File: config.mk
export PLATFORM = sky130hd
export DESIGN_NAME = positional_list_manager
export DESIGN_NICKNAME = d
export VERILOG_FILES = /design/src/plm_pkg.sv /design/src/plm_ram.sv /design/src/positional_list_manager.sv
export SDC_FILE = /design/constraint.sdc
export NUM_CORES = 1
export LEC_CHECK = 0
export BUFFER_PORTS_ARGS = -buffer_cell sky130_fd_sc_hd__buf_2
export CORE_ASPECT_RATIO = 0.6
export CORE_MARGIN = 2
export CORE_UTILIZATION = 50
export CTS_BUF_LIST = sky130_fd_sc_hd__clkbuf_2 sky130_fd_sc_hd__clkbuf_4 sky130_fd_sc_hd__clkbuf_8
export DETAILED_ROUTE_END_ITERATION = 12
export HOLD_SLACK_MARGIN = 0.15
export PLACE_DENSITY_LB_ADDON = 0.1
export SETUP_SLACK_MARGIN = 0.15
export SLEW_MARGIN = 20
export SYNTH_ARGS = -nofsm -noshare
export SYNTH_HDL_FRONTEND = slang
export SYNTH_SLANG_ARGS = --single-unit
File: constraint.sdc
create_clock -name clk_i -period 3.65 [get_ports clk_i]
set_input_delay 0.73 -clock clk_i [delete_from_list [all_inputs] [get_ports clk_i]]
set_output_delay 0.73 -clock clk_i [all_outputs]
set_load 0.05 [all_outputs]
File: src/plm_pkg.sv
// plm_pkg: field widths, action codes and status codes of the positional list manager
// no dependencies; imported by positional_list_manager
package plm_pkg;

  localparam int unsigned DATA_W   = 32;
  localparam int unsigned ACTION_W = 3;
  localparam int unsigned POS_W    = 5;
  localparam int unsigned STATUS_W = 2;
  localparam int unsigned LENGTH_W = 5;

  typedef logic [ACTION_W-1:0] action_t;
  typedef logic [STATUS_W-1:0] status_t;

  // request codes
  localparam action_t ACT_INS_FRONT = 3'd0;
  localparam action_t ACT_INS_BACK  = 3'd1;
  localparam action_t ACT_INS_POS   = 3'd2;
  localparam action_t ACT_REM_FRONT = 3'd3;
  localparam action_t ACT_REM_BACK  = 3'd4;
  localparam action_t ACT_REM_POS   = 3'd5;

  // result codes
  localparam status_t ST_OK    = 2'd0;
  localparam status_t ST_EMPTY = 2'd1;
  localparam status_t ST_RANGE = 2'd2;
  localparam status_t ST_FULL  = 2'd3;

endpackage

File: src/plm_ram.sv
// plm_ram: generic single-write, single-read memory with registered read data
// no dependencies; used for the slot value and link stores
module plm_ram #(
  parameter int unsigned WIDTH = 32,
  parameter int unsigned DEPTH = 16
) (
  input  logic                     clk_i,
  input  logic                     we_i,
  input  logic [$clog2(DEPTH)-1:0] waddr_i,
  input  logic [WIDTH-1:0]         wdata_i,
  input  logic [$clog2(DEPTH)-1:0] raddr_i,
  output logic [WIDTH-1:0]         rdata_o
);

  logic [WIDTH-1:0] mem_q [DEPTH];
  logic [WIDTH-1:0] rdata_q;

  // write port and registered read port
  always_ff @(posedge clk_i) begin
    if (we_i) begin
      mem_q[waddr_i] <= wdata_i;
    end
    rdata_q <= mem_q[raddr_i];
  end

  assign rdata_o = rdata_q;

endmodule

File: src/positional_list_manager.sv
// positional_list_manager: circular doubly linked list in a pool of slots
// depends on plm_pkg and plm_ram (value, next-link and previous-link stores)

// One request word is taken at a time. in_ready_o is high only while the
// sequencer is idle. The finished result sits in an output register, so the
// next word can be taken while it waits. An insert or remove at an inner
// position walks the next-link store one link per cycle through its single
// registered read port. An insert that reuses a freed slot first pops it
// off the free list. Freed slots are kept on a free list threaded through
// the next links, so no clearing pass is needed after reset.
module positional_list_manager #(
  parameter int unsigned POOL_SIZE = 16
) (
  input  logic                          clk_i,
  input  logic                          rst_ni,
  input  logic                          in_valid_i,
  output logic                          in_ready_o,
  input  logic [plm_pkg::ACTION_W-1:0]  action_i,
  input  logic [plm_pkg::POS_W-1:0]     position_i,
  input  logic signed [plm_pkg::DATA_W-1:0] value_i,
  output logic                          out_valid_o,
  input  logic                          out_ready_i,
  output logic [plm_pkg::STATUS_W-1:0]  status_o,
  output logic signed [plm_pkg::DATA_W-1:0] removed_value_o,
  output logic [plm_pkg::LENGTH_W-1:0]  length_o
);

  import plm_pkg::*;

  localparam int unsigned IW = (POOL_SIZE > 1) ? $clog2(POOL_SIZE) : 1;
  localparam int unsigned CW = $clog2(POOL_SIZE + 1);
  localparam int unsigned EW = (CW + 1 > POS_W) ? CW + 1 : POS_W;

  typedef enum logic [3:0] {
    S_IDLE, S_POP, S_POP2, S_IPLACE, S_WALK, S_IPREV, S_ILINK1, S_ILINK2,
    S_TAIL, S_TAIL2, S_RDAT, S_RMV, S_RFREE, S_DONE
  } state_e;

  state_e              state_q;
  logic                ins_q;
  logic [EW-1:0]       pos_q;
  logic [EW-1:0]       walk_q;
  logic                first_q;
  logic [DATA_W-1:0]   value_q;
  logic [IW-1:0]       slot_q;
  logic [IW-1:0]       cur_q;
  logic [IW-1:0]       before_q;
  logic [IW-1:0]       head_q;
  logic [IW-1:0]       free_head_q;
  logic [CW-1:0]       count_q;
  logic [CW-1:0]       fill_q;
  status_t             status_q;
  logic [DATA_W-1:0]   removed_q;
  logic                out_valid_q;
  status_t             out_status_q;
  logic [DATA_W-1:0]   out_removed_q;
  logic [LENGTH_W-1:0] out_length_q;

  // memory ports
  logic              val_we, nxt_we, prv_we;
  logic [IW-1:0]     val_waddr, nxt_waddr, prv_waddr;
  logic [DATA_W-1:0] val_wdata;
  logic [IW-1:0]     nxt_wdata, prv_wdata;
  logic [IW-1:0]     val_raddr, nxt_raddr, prv_raddr;
  logic [DATA_W-1:0] val_rd;
  logic [IW-1:0]     nxt_rd, prv_rd;

  plm_ram #(.WIDTH(DATA_W), .DEPTH(POOL_SIZE)) u_val_ram (
    .clk_i   (clk_i),
    .we_i    (val_we),
    .waddr_i (val_waddr),
    .wdata_i (val_wdata),
    .raddr_i (val_raddr),
    .rdata_o (val_rd)
  );

  plm_ram #(.WIDTH(IW), .DEPTH(POOL_SIZE)) u_nxt_ram (
    .clk_i   (clk_i),
    .we_i    (nxt_we),
    .waddr_i (nxt_waddr),
    .wdata_i (nxt_wdata),
    .raddr_i (nxt_raddr),
    .rdata_o (nxt_rd)
  );

  plm_ram #(.WIDTH(IW), .DEPTH(POOL_SIZE)) u_prv_ram (
    .clk_i   (clk_i),
    .we_i    (prv_we),
    .waddr_i (prv_waddr),
    .wdata_i (prv_wdata),
    .raddr_i (prv_raddr),
    .rdata_o (prv_rd)
  );

  // request decode: effective position and checks
  logic [EW-1:0] cnt_e;
  logic [EW-1:0] pos_e;
  logic          is_ins, is_rem;
  logic          ins_range, pool_full, rem_empty, rem_range;

  assign cnt_e = EW'(count_q);

  always_comb begin
    pos_e  = EW'(position_i);
    is_ins = 1'b0;
    is_rem = 1'b0;
    case (action_t'(action_i))
      ACT_INS_FRONT: begin pos_e = EW'(1);         is_ins = 1'b1; end
      ACT_INS_BACK:  begin pos_e = cnt_e + EW'(1); is_ins = 1'b1; end
      ACT_INS_POS:   begin                         is_ins = 1'b1; end
      ACT_REM_FRONT: begin pos_e = EW'(1);         is_rem = 1'b1; end
      ACT_REM_BACK:  begin pos_e = cnt_e;          is_rem = 1'b1; end
      ACT_REM_POS:   begin                         is_rem = 1'b1; end
      default:       begin                                        end
    endcase
  end

  assign ins_range = (pos_e == '0) || (pos_e > cnt_e + EW'(1));
  assign pool_full = (count_q == CW'(POOL_SIZE));
  assign rem_empty = (count_q == '0);
  assign rem_range = (pos_e == '0) || (pos_e > cnt_e);

  assign in_ready_o = (state_q == S_IDLE);

  // memory port control per sequencer step
  always_comb begin
    val_we    = 1'b0;
    nxt_we    = 1'b0;
    prv_we    = 1'b0;
    val_waddr = slot_q;
    nxt_waddr = slot_q;
    prv_waddr = slot_q;
    val_wdata = value_q;
    nxt_wdata = slot_q;
    prv_wdata = slot_q;
    val_raddr = cur_q;
    nxt_raddr = cur_q;
    prv_raddr = cur_q;
    case (state_q)
      S_POP: begin
        nxt_raddr = free_head_q;
      end
      S_IPLACE: begin
        val_we = 1'b1;
        if (count_q == '0) begin
          nxt_we = 1'b1;
          prv_we = 1'b1;
        end
      end
      S_WALK: begin
        nxt_raddr = first_q ? cur_q : nxt_rd;
      end
      S_ILINK1: begin
        nxt_we    = 1'b1;
        nxt_wdata = cur_q;
        prv_we    = 1'b1;
        prv_wdata = prv_rd;
      end
      S_ILINK2: begin
        nxt_we    = 1'b1;
        nxt_waddr = before_q;
        prv_we    = 1'b1;
        prv_waddr = cur_q;
      end
      S_RMV: begin
        if (count_q != CW'(1)) begin
          nxt_we    = 1'b1;
          nxt_waddr = prv_rd;
          nxt_wdata = nxt_rd;
          prv_we    = 1'b1;
          prv_waddr = nxt_rd;
          prv_wdata = prv_rd;
        end
      end
      S_RFREE: begin
        nxt_we    = 1'b1;
        nxt_waddr = cur_q;
        nxt_wdata = free_head_q;
      end
      default: begin
      end
    endcase
  end

  // sequencer, list bookkeeping and result register
  always_ff @(posedge clk_i or negedge rst_ni) begin
    if (!rst_ni) begin
      state_q      <= S_IDLE;
      head_q       <= '0;
      free_head_q  <= '0;
      count_q      <= '0;
      fill_q       <= '0;
      out_valid_q  <= 1'b0;
      out_status_q <= ST_OK;
      out_removed_q <= '0;
      out_length_q <= '0;
    end else begin
      // result word taken; a word finishing now reloads the register instead
      if (out_valid_q && out_ready_i && (state_q != S_DONE)) begin
        out_valid_q <= 1'b0;
      end
      case (state_q)
        S_IDLE: begin
          if (in_valid_i) begin
            value_q   <= value_i;
            pos_q     <= pos_e;
            ins_q     <= is_ins;
            removed_q <= '0;
            status_q  <= ST_OK;
            cur_q     <= head_q;
            walk_q    <= pos_e - EW'(1);
            first_q   <= 1'b1;
            state_q   <= S_DONE;
            if (is_ins) begin
              if (ins_range) begin
                status_q <= ST_RANGE;
              end else if (pool_full) begin
                status_q <= ST_FULL;
              end else if (fill_q > count_q) begin
                state_q <= S_POP;
              end else begin
                slot_q  <= fill_q[IW-1:0];
                fill_q  <= fill_q + CW'(1);
                state_q <= S_IPLACE;
              end
            end else if (is_rem) begin
              if (rem_empty) begin
                status_q <= ST_EMPTY;
              end else if (rem_range) begin
                status_q <= ST_RANGE;
              end else if (pos_e == EW'(1)) begin
                state_q <= S_RDAT;
              end else if (pos_e == cnt_e) begin
                state_q <= S_TAIL;
              end else begin
                state_q <= S_WALK;
              end
            end
          end
        end
        // take a slot off the free list
        S_POP: begin
          state_q <= S_POP2;
        end
        S_POP2: begin
          slot_q      <= free_head_q;
          free_head_q <= nxt_rd;
          state_q     <= S_IPLACE;
        end
        // value written; first element links to itself
        S_IPLACE: begin
          if (count_q == '0) begin
            head_q  <= slot_q;
            count_q <= count_q + CW'(1);
            state_q <= S_DONE;
          end else if (pos_q == EW'(1) || pos_q == cnt_e + EW'(1)) begin
            state_q <= S_IPREV;
          end else begin
            state_q <= S_WALK;
          end
        end
        // follow next links, one per cycle
        S_WALK: begin
          if (first_q) begin
            first_q <= 1'b0;
          end else begin
            cur_q  <= nxt_rd;
            walk_q <= walk_q - EW'(1);
            if (walk_q == EW'(1)) begin
              state_q <= ins_q ? S_IPREV : S_RDAT;
            end
          end
        end
        S_IPREV: begin
          state_q <= S_ILINK1;
        end
        S_ILINK1: begin
          before_q <= prv_rd;
          state_q  <= S_ILINK2;
        end
        S_ILINK2: begin
          if (pos_q == EW'(1)) begin
            head_q <= slot_q;
          end
          count_q <= count_q + CW'(1);
          state_q <= S_DONE;
        end
        // last element is the head's predecessor
        S_TAIL: begin
          state_q <= S_TAIL2;
        end
        S_TAIL2: begin
          cur_q   <= prv_rd;
          state_q <= S_RDAT;
        end
        S_RDAT: begin
          state_q <= S_RMV;
        end
        // unlink the element
        S_RMV: begin
          removed_q <= val_rd;
          if (count_q == CW'(1)) begin
            head_q <= '0;
          end else if (pos_q == EW'(1)) begin
            head_q <= nxt_rd;
          end
          state_q <= S_RFREE;
        end
        S_RFREE: begin
          free_head_q <= cur_q;
          count_q     <= count_q - CW'(1);
          state_q     <= S_DONE;
        end
        // hand the result word to the output register
        S_DONE: begin
          if (!out_valid_q || out_ready_i) begin
            out_valid_q   <= 1'b1;
            out_status_q  <= status_q;
            out_removed_q <= removed_q;
            out_length_q  <= LENGTH_W'(count_q);
            state_q       <= S_IDLE;
          end
        end
        default: begin
          state_q <= S_IDLE;
        end
      endcase
    end
  end

  assign out_valid_o     = out_valid_q;
  assign status_o        = out_status_q;
  assign removed_value_o = out_removed_q;
  assign length_o        = out_length_q;

endmodule
# After elaboration in Yosys (flattened, before gate mapping)
# Memories as Yosys holds them, arrays and structs flattened. A register that Yosys moved wholly into a read port is not among the register bits.
# Cells that the tools add are included.
[classes] n_addsub=6 order_cmp=3 n_eq_ne=38 n_mux=71 bitwise=3 reduce_logical=36
[ops] op="2-to-1 mux 4 bit" count=27
[ops] op="case mux 32 bit (2 select lines)" count=1
[ops] op="case mux 4 bit (13 select lines)" count=1
[ops] op="case mux 4 bit (3 select lines)" count=4
[ops] op="case mux 4 bit (2 select lines)" count=5
[ops] op="2-to-1 mux 32 bit" count=1
[ops] op="== test 4 bit, second input constant" count=6
[ops] op="== test 6 x 1 -> 1 bit, second input constant" count=3
[ops] op="!= test 2 bit, second input constant" count=9
[ops] op="case mux 6 bit (3 select lines)" count=1
[ops] op="== test 4 x 3 -> 1 bit, second input constant" count=4
[ops] op="2-to-1 mux 1 bit" count=16
[ops] op="case mux 5 bit (3 select lines)" count=1
[ops] op="2-to-1 mux 2 bit" count=7
[ops] op="2-to-1 mux 6 bit" count=2
[ops] op="case mux 6 bit (2 select lines)" count=1
[ops] op="AND reduction 3 bit" count=4
[ops] op="AND reduction 4 bit" count=3
[ops] op="subtractor 6 x 1 -> 6 bit, second input constant" count=2
[ops] op="adder 5 x 1 -> 5 bit, second input constant" count=2
[ops] op="nonzero test 3 bit" count=3
[ops] op="OR reduction 3 bit" count=3
[ops] op="== test 4 x 2 -> 1 bit, second input constant" count=2
[ops] op="nonzero test 2 bit" count=4
[ops] op="other kinds (32)" count=45
[totals] ff_bits=154 mem_bits_rw=640 mem_count=3
[memory_table] name="u_val_ram.mem_q" depth=16 width=32 rd=1 rd_clocked_by_memory_dff=1 wr=1 line_no="plm_ram.sv:15" text="logic [WIDTH-1:0] mem_q [DEPTH];"
[memory_table] name="u_nxt_ram.mem_q" depth=16 width=4 rd=1 rd_clocked_by_memory_dff=1 wr=1 line_no="plm_ram.sv:15"
[memory_table] name="u_prv_ram.mem_q" depth=16 width=4 rd=1 rd_clocked_by_memory_dff=1 wr=1 line_no="plm_ram.sv:15"

# Logic depth before layout (Yosys ltp)
[depth] word_depth=12 mapped_depth=12

# Modules after synthesis
# From an unflattened synthesis, not the netlist that was laid out.
[hier_totals] hier_cells=1714 area_unflattened_um2=32772.7
[modules_own_cells] module="plm_ram at u_val_ram" n_inst=1 cells_each=838 area_per_inst_um2=19835.3
[modules_own_cells] module="positional_list_manager" n_inst=1 cells_each=616 area_per_inst_um2=7604.8
[modules_own_cells] module="plm_ram at u_nxt_ram ..." n_inst=2 cells_each=130 area_per_inst_um2=2666.3

# Worst setup path before layout
# No wires, ideal clock.
[synth_path] kind="flip-flop to flip-flop" from="register state_q[0]" to="register removed_q[0] (enable)" setup_time_ps=471 arrival_ps=4127 required_ps=3179 slack_ps=-948 path_stages_with_launch=6 n_path_buf=1 period_less_slack_ps=4598 cell_sequence="dfrtp_1 > or2_1 > clkbuf_1 > nor3_2 > nand2_1 > a21boi_0"
[synth_via] elab_chain_cells=3
[synth_lines] element="start: declaration" line_no="positional_list_manager.sv:39" text="state_e state_q;"
[synth_lines] element="start signal: assignment" line_no="positional_list_manager.sv:270" text="state_q <= ins_q ? S_IPREV : S_RDAT;"
[synth_lines] element="logical NOT 4 bit (*)"
[synth_lines] element="via in_ready_o" line_no="positional_list_manager.sv:17" text="output logic in_ready_o,"
[synth_lines] element="!= test 2 bit (no line) or nonzero test 2 bit (tied branches)"
[synth_lines] element="AND reduction 3 bit (no line) (*)"
[synth_lines] element="end signal: assignment" line_no="positional_list_manager.sv:301" text="removed_q <= val_rd;"
[synth_lines] element="end: declaration" line_no="positional_list_manager.sv:53" text="logic [DATA_W-1:0] removed_q;"
# The timed path passes the listed nets; every way through them passes the cells marked *.
# A chain may end at the register's enable or synchronous reset.

# Worst setup path after layout
[layout_path] from="register count_q[0]" to="register fill_q[1]"
[layout_via] elab_chain_cells=6
[layout_lines] element="start: declaration" line_no="positional_list_manager.sv:50" text="logic [CW-1:0] count_q;"
[layout_lines] element="start signal: assignment" line_no="positional_list_manager.sv:254" text="count_q <= count_q + CW'(1);"
[layout_lines] element="start signal: assignment" line_no="positional_list_manager.sv:285" text="count_q <= count_q + CW'(1);"
[layout_lines] element="start signal: assignment" line_no="positional_list_manager.sv:311" text="count_q <= count_q - CW'(1);"
[layout_lines] element="adder 5 x 1 -> 6 bit (*)" line_no="positional_list_manager.sv:109" text="ACT_INS_BACK: begin pos_e = cnt_e + EW'(1); is_ins = 1'b1; end"
[layout_lines] element="case mux 6 bit (3 select lines) (*)" line_no="positional_list_manager.sv:107" text="case (action_t'(action_i))"
[layout_lines] element="via pos_e[1]" line_no="positional_list_manager.sv:97" text="logic [EW-1:0] pos_e;"
[layout_lines] element="greater-than comparator 6 bit or logical NOT 6 bit (tied branches)" line_no="positional_list_manager.sv:118" text="assign ins_range = (pos_e == '0) || (pos_e > cnt_e + EW'(1));"
[layout_lines] element="logical OR 1 bit (*)" line_no="positional_list_manager.sv:118"
[layout_lines] element="NOT 1 bit (no line) (*)"
[layout_lines] element="AND reduction 6 bit (no line) (*)"
[layout_lines] element="end signal: assignment" line_no="positional_list_manager.sv:223" text="fill_q <= fill_q + CW'(1);"
[layout_lines] element="end: declaration" line_no="positional_list_manager.sv:51" text="logic [CW-1:0] fill_q;"
# Marked as above.

==> flow_summary_export.csv <==
group,metric,value,unit
sta,finalCritPeriodShare,0.906,
placement,hpwlAfterDp,44300,um
sta,hold_viol_final,0,
placement,dp_slack,33.6,ps
power,ir_drop,0.320,mV
synth,ys_top_cells_by_area,"edfxtp_1, mux4_2, dfrtp_1",
hold_path,hold_path_class,"input pin to register",
sta,drv_slew,0,
grt,grt_max_degree,92,
sta,rsz0062_at_grt,"no",
setup_path,max_stage_delay,490,ps
sta,slew_headroom,0.421,
synth,yosysWarnings,0,
run,cap_violations,0,
detailed_routing,wirelength_met1,37400,um
detailed_routing,vias,17392,
setup_path,regToRegEndpoint,"fill_q[1]",
grt,grt.total_usage,0.231,
setup_path,rr_startpoint,"count_q[0]",
detailed_routing,highest_layer,"met4",
clock_tree,cts_made_buffers,117,
power,comb_power_share,0.238,
detailed_routing,vias_per_cell,5.88,
setup_path,crit_chain,"inv_1 > ha_1 > a22oi_1 > o21ai_0 > inv_1 > ha_1 > nand4b_1 > nor4b_4 > buf_4 > nor3_4 > buf_4 > nand2_2 > mux2_1",
grt,grt_pass1_wl,115000,um
detailed_routing,dr.first_iter.drc_count,2070,
hold_path,min_to,"out_valid_o",
setup_path,reg2reg_slack,340,ps
detailed_routing,wl_per_cell,26.1,um
clock_tree,clock_sinks,834,
detailed_routing,dr.pass1.iters,5,
setup_path,critPathRequiredTime,4280,ps
floorplan,rows,73,
synth,synth_top_area_share,0.662,
synth,async_flop_share,0.0743,
finish,area_growth,15.3,%
detailed_routing,routed_wl,77200,um
setup_path,cpMaxStageDelayCell,"dfrtp_1",
synth,synthTopCellsByCount,"edfxtp_1, mux4_2, nor2_1, dfrtp_1",
sta,layout_setup_ws,344,ps
finish,fin_nets,2023,
hold_path,holdPathStages,3,
sta,max_freq,302,MHz
hold_path,hp-start,"out_ready_i",
placement,routabilityCongestion,0.884,
clock_tree,htree_levels,3,
synth,syn-num-nets,1795,
synth,ys_ff_latch,834,
synth,seq_area_frac_synth,0.733,
clock_tree,cts.clk_slew.worst_paths,70,ps
power,clkPwrFrac,0.297,
placement,numPortBuffers,84,
clock_tree,clkLatencyLatePin,770,ps
synth,synth_ff_type,"edfxtp_1",
setup_path,crit_arrival,3940,ps
outcome,status,"completed",
synth,yosysMostFrequentCell,"edfxtp_1",
power,seq_power_share,0.465,
setup_path,critPathLaunch,"count_q[0]",
floorplan,start_util,0.504,
clock_tree,root_buffer,"clkbuf_8",
detailed_routing,wl_met2,33300,um
sta,tns,0,ps
grt,antenna_found_initial,0,
detailed_routing,drcViolationCount,0,
sta,skew,48.3,ps
clock_tree,cts.path.max_buffers,3,
synth,synth_edf_count,732,
synth,synth_top_cell_by_area,"edfxtp_1",
sta,period_needed,3310,ps
finish,drive_above_1_share,0.312,
detailed_routing,ant_nets,0,
grt,grt_overflow,0,
setup_path,startpoint_type,"register",
floorplan,core_area,0.0659,mm2
sta,worst_hold_slack,308,ps
setup_path,crit_fanout,6,
power,p_int,18.0,mW
synth,synth_area,0.0332,mm2
setup_path,r2r_cells,13,
setup_path,critPathKind,"register to register",
power,power_density,676,mW/mm2
detailed_routing,wl_met3,5390,um
synth,syn_area_per_cell,19.2,um2
sta,setup_violations,0,
clock_tree,cts_tree,"built",
floorplan,die_h,204,um
grt,grt_pass1_vias,17249,
floorplan,die_width,337,um
finish,n_antenna_cell,0,
power,leakage,13.0,nW
power,switchingPower,7.88,mW
power,switching_share,0.305,
sta,tightest_slew,868,ps
synth,netlist_instances,1726,
floorplan,dieArea,0.0686,mm2
floorplan,io_pins,85,
setup_path,crit_path_end_kind,"register",
synth,yosysUniqueCellTypes,85,
-- placed cells by master, fill, tap and decap left out, types with 23 or more instances in the layout --
cell / Yosys / final
edfxtp_1: 732 / 732
mux4_2: 180 / 180
clkbuf_8: 0 / 134
buf_2: 29 / 83
nor2_1: 83 / 67
buf_4: 3 / 62
dfrtp_1: 62 / 61
mux2_2: 53 / 53
and3_1: 44 / 44
clkbuf_4: 0 / 44
nand2_1: 41 / 41
dfxtp_1: 40 / 40
dlygate4sd3_1: 0 / 33
o21ai_0: 31 / 31
a21oi_1: 29 / 28
ha_1: 25 / 25
clkinv_1: 0 / 23
buf_12: 0 / 23
-- per-layer routing --
metal,track usage,vias to the layer above
met5,0,-
met4,0.0515,0
met3,0.0508,89
met2,0.319,652
met1,0.374,9141
li1,-,7510
-- kinds of logic after synthesis --
group,Yosys count,share of synthesized area
AOI/OAI and AO/OA,173,0.0373
xor gates and xnor gates,26,0.00686
adders and majority gates,25,0.00942
buffers and inverters,114,0.0148
DFF,834,0.733
muxes,258,0.148
and+or+nand+nor,296,0.0511
-- worst max-delay path by stage --
stage                                  endpoint  slack, ps  cells past startpoint
final                                 fill_q[1]        340                     13
after global routing                  fill_q[1]        150                     13
after CTS                 u_nxt_ram.mem_q[8][0]        370                      7
after detailed placement              slot_q[0]         30                     11
after global placement                slot_q[3]        120                     11
after floorplan                       slot_q[0]        310                     10
-- repair_timing --
item,4_1_cts,5_1_grt
gates resized for setup,0,2
hold buffers,31,2
endpoints found under the setup margin,0,17
endpoints found under the hold margin,39,2
buffers inserted,0,1
-- worst max-delay path: cells and delay by family (launching register included) --
kind / cells / cell delay, ps
AND/OR/NAND/NOR: 4 / 580
adder cells (fa/ha/maj): 2 / 610
flip-flops: 1 / 490
multiplexers: 1 / 310
buffers and inverters: 4 / 700
AO/OA/AOI/OAI: 2 / 480
-- power groups by stage --
stage          logic (mW)  registers (mW)  clock network [mW]
2_1_floorplan        3.70            12.6                   0
3_3_place_gp         6.07            12.2                   0
3_5_place_dp         6.12            12.2                   0
4_1_cts              6.16            12.0                7.87
5_1_grt              6.62            12.1                8.29
6_report             6.16            12.0                7.69
-- stage by stage --
step | std cells | cell area, um2 | util | total power, mW
2_1_floorplan | 1726 | 33200 | - | 16.3
3_3_place_gp | 2701 | 35400 | 0.537 | 18.2
3_5_place_dp | 2701 | 35400 | 0.537 | 18.3
4_1_cts | 2953 | 38200 | 0.580 | 26.0
5_1_grt | 2956 | 38300 | 0.580 | 27.0
6_report | 2956 | 38300 | 0.580 | 25.9
-- flip-flops by register name (all words and copies together), names as in the netlist, 5 cells and up --
name	count
u_val_ram.mem_q	512
u_nxt_ram.mem_q	64
u_prv_ram.mem_q	64
removed_q	32
removed_value_o	32
u_val_ram.rdata_o	32
val_wdata	32
pos_q	6
walk_q	6
count_q	5
fill_q	5
length_o	5
-- area by class of cell --
type,count,area [um2]
Inverter,22,82.6
Tap cell,900,1130
Fill cell,4910,27700
Sequential cell,834,24300
Timing Repair Buffer,201,1670
Clock inverter,43,349
Multi-Input combinational cell,778,8540
Clock buffer,178,2170
Note: power is estimated with default switching activity, not from simulation.
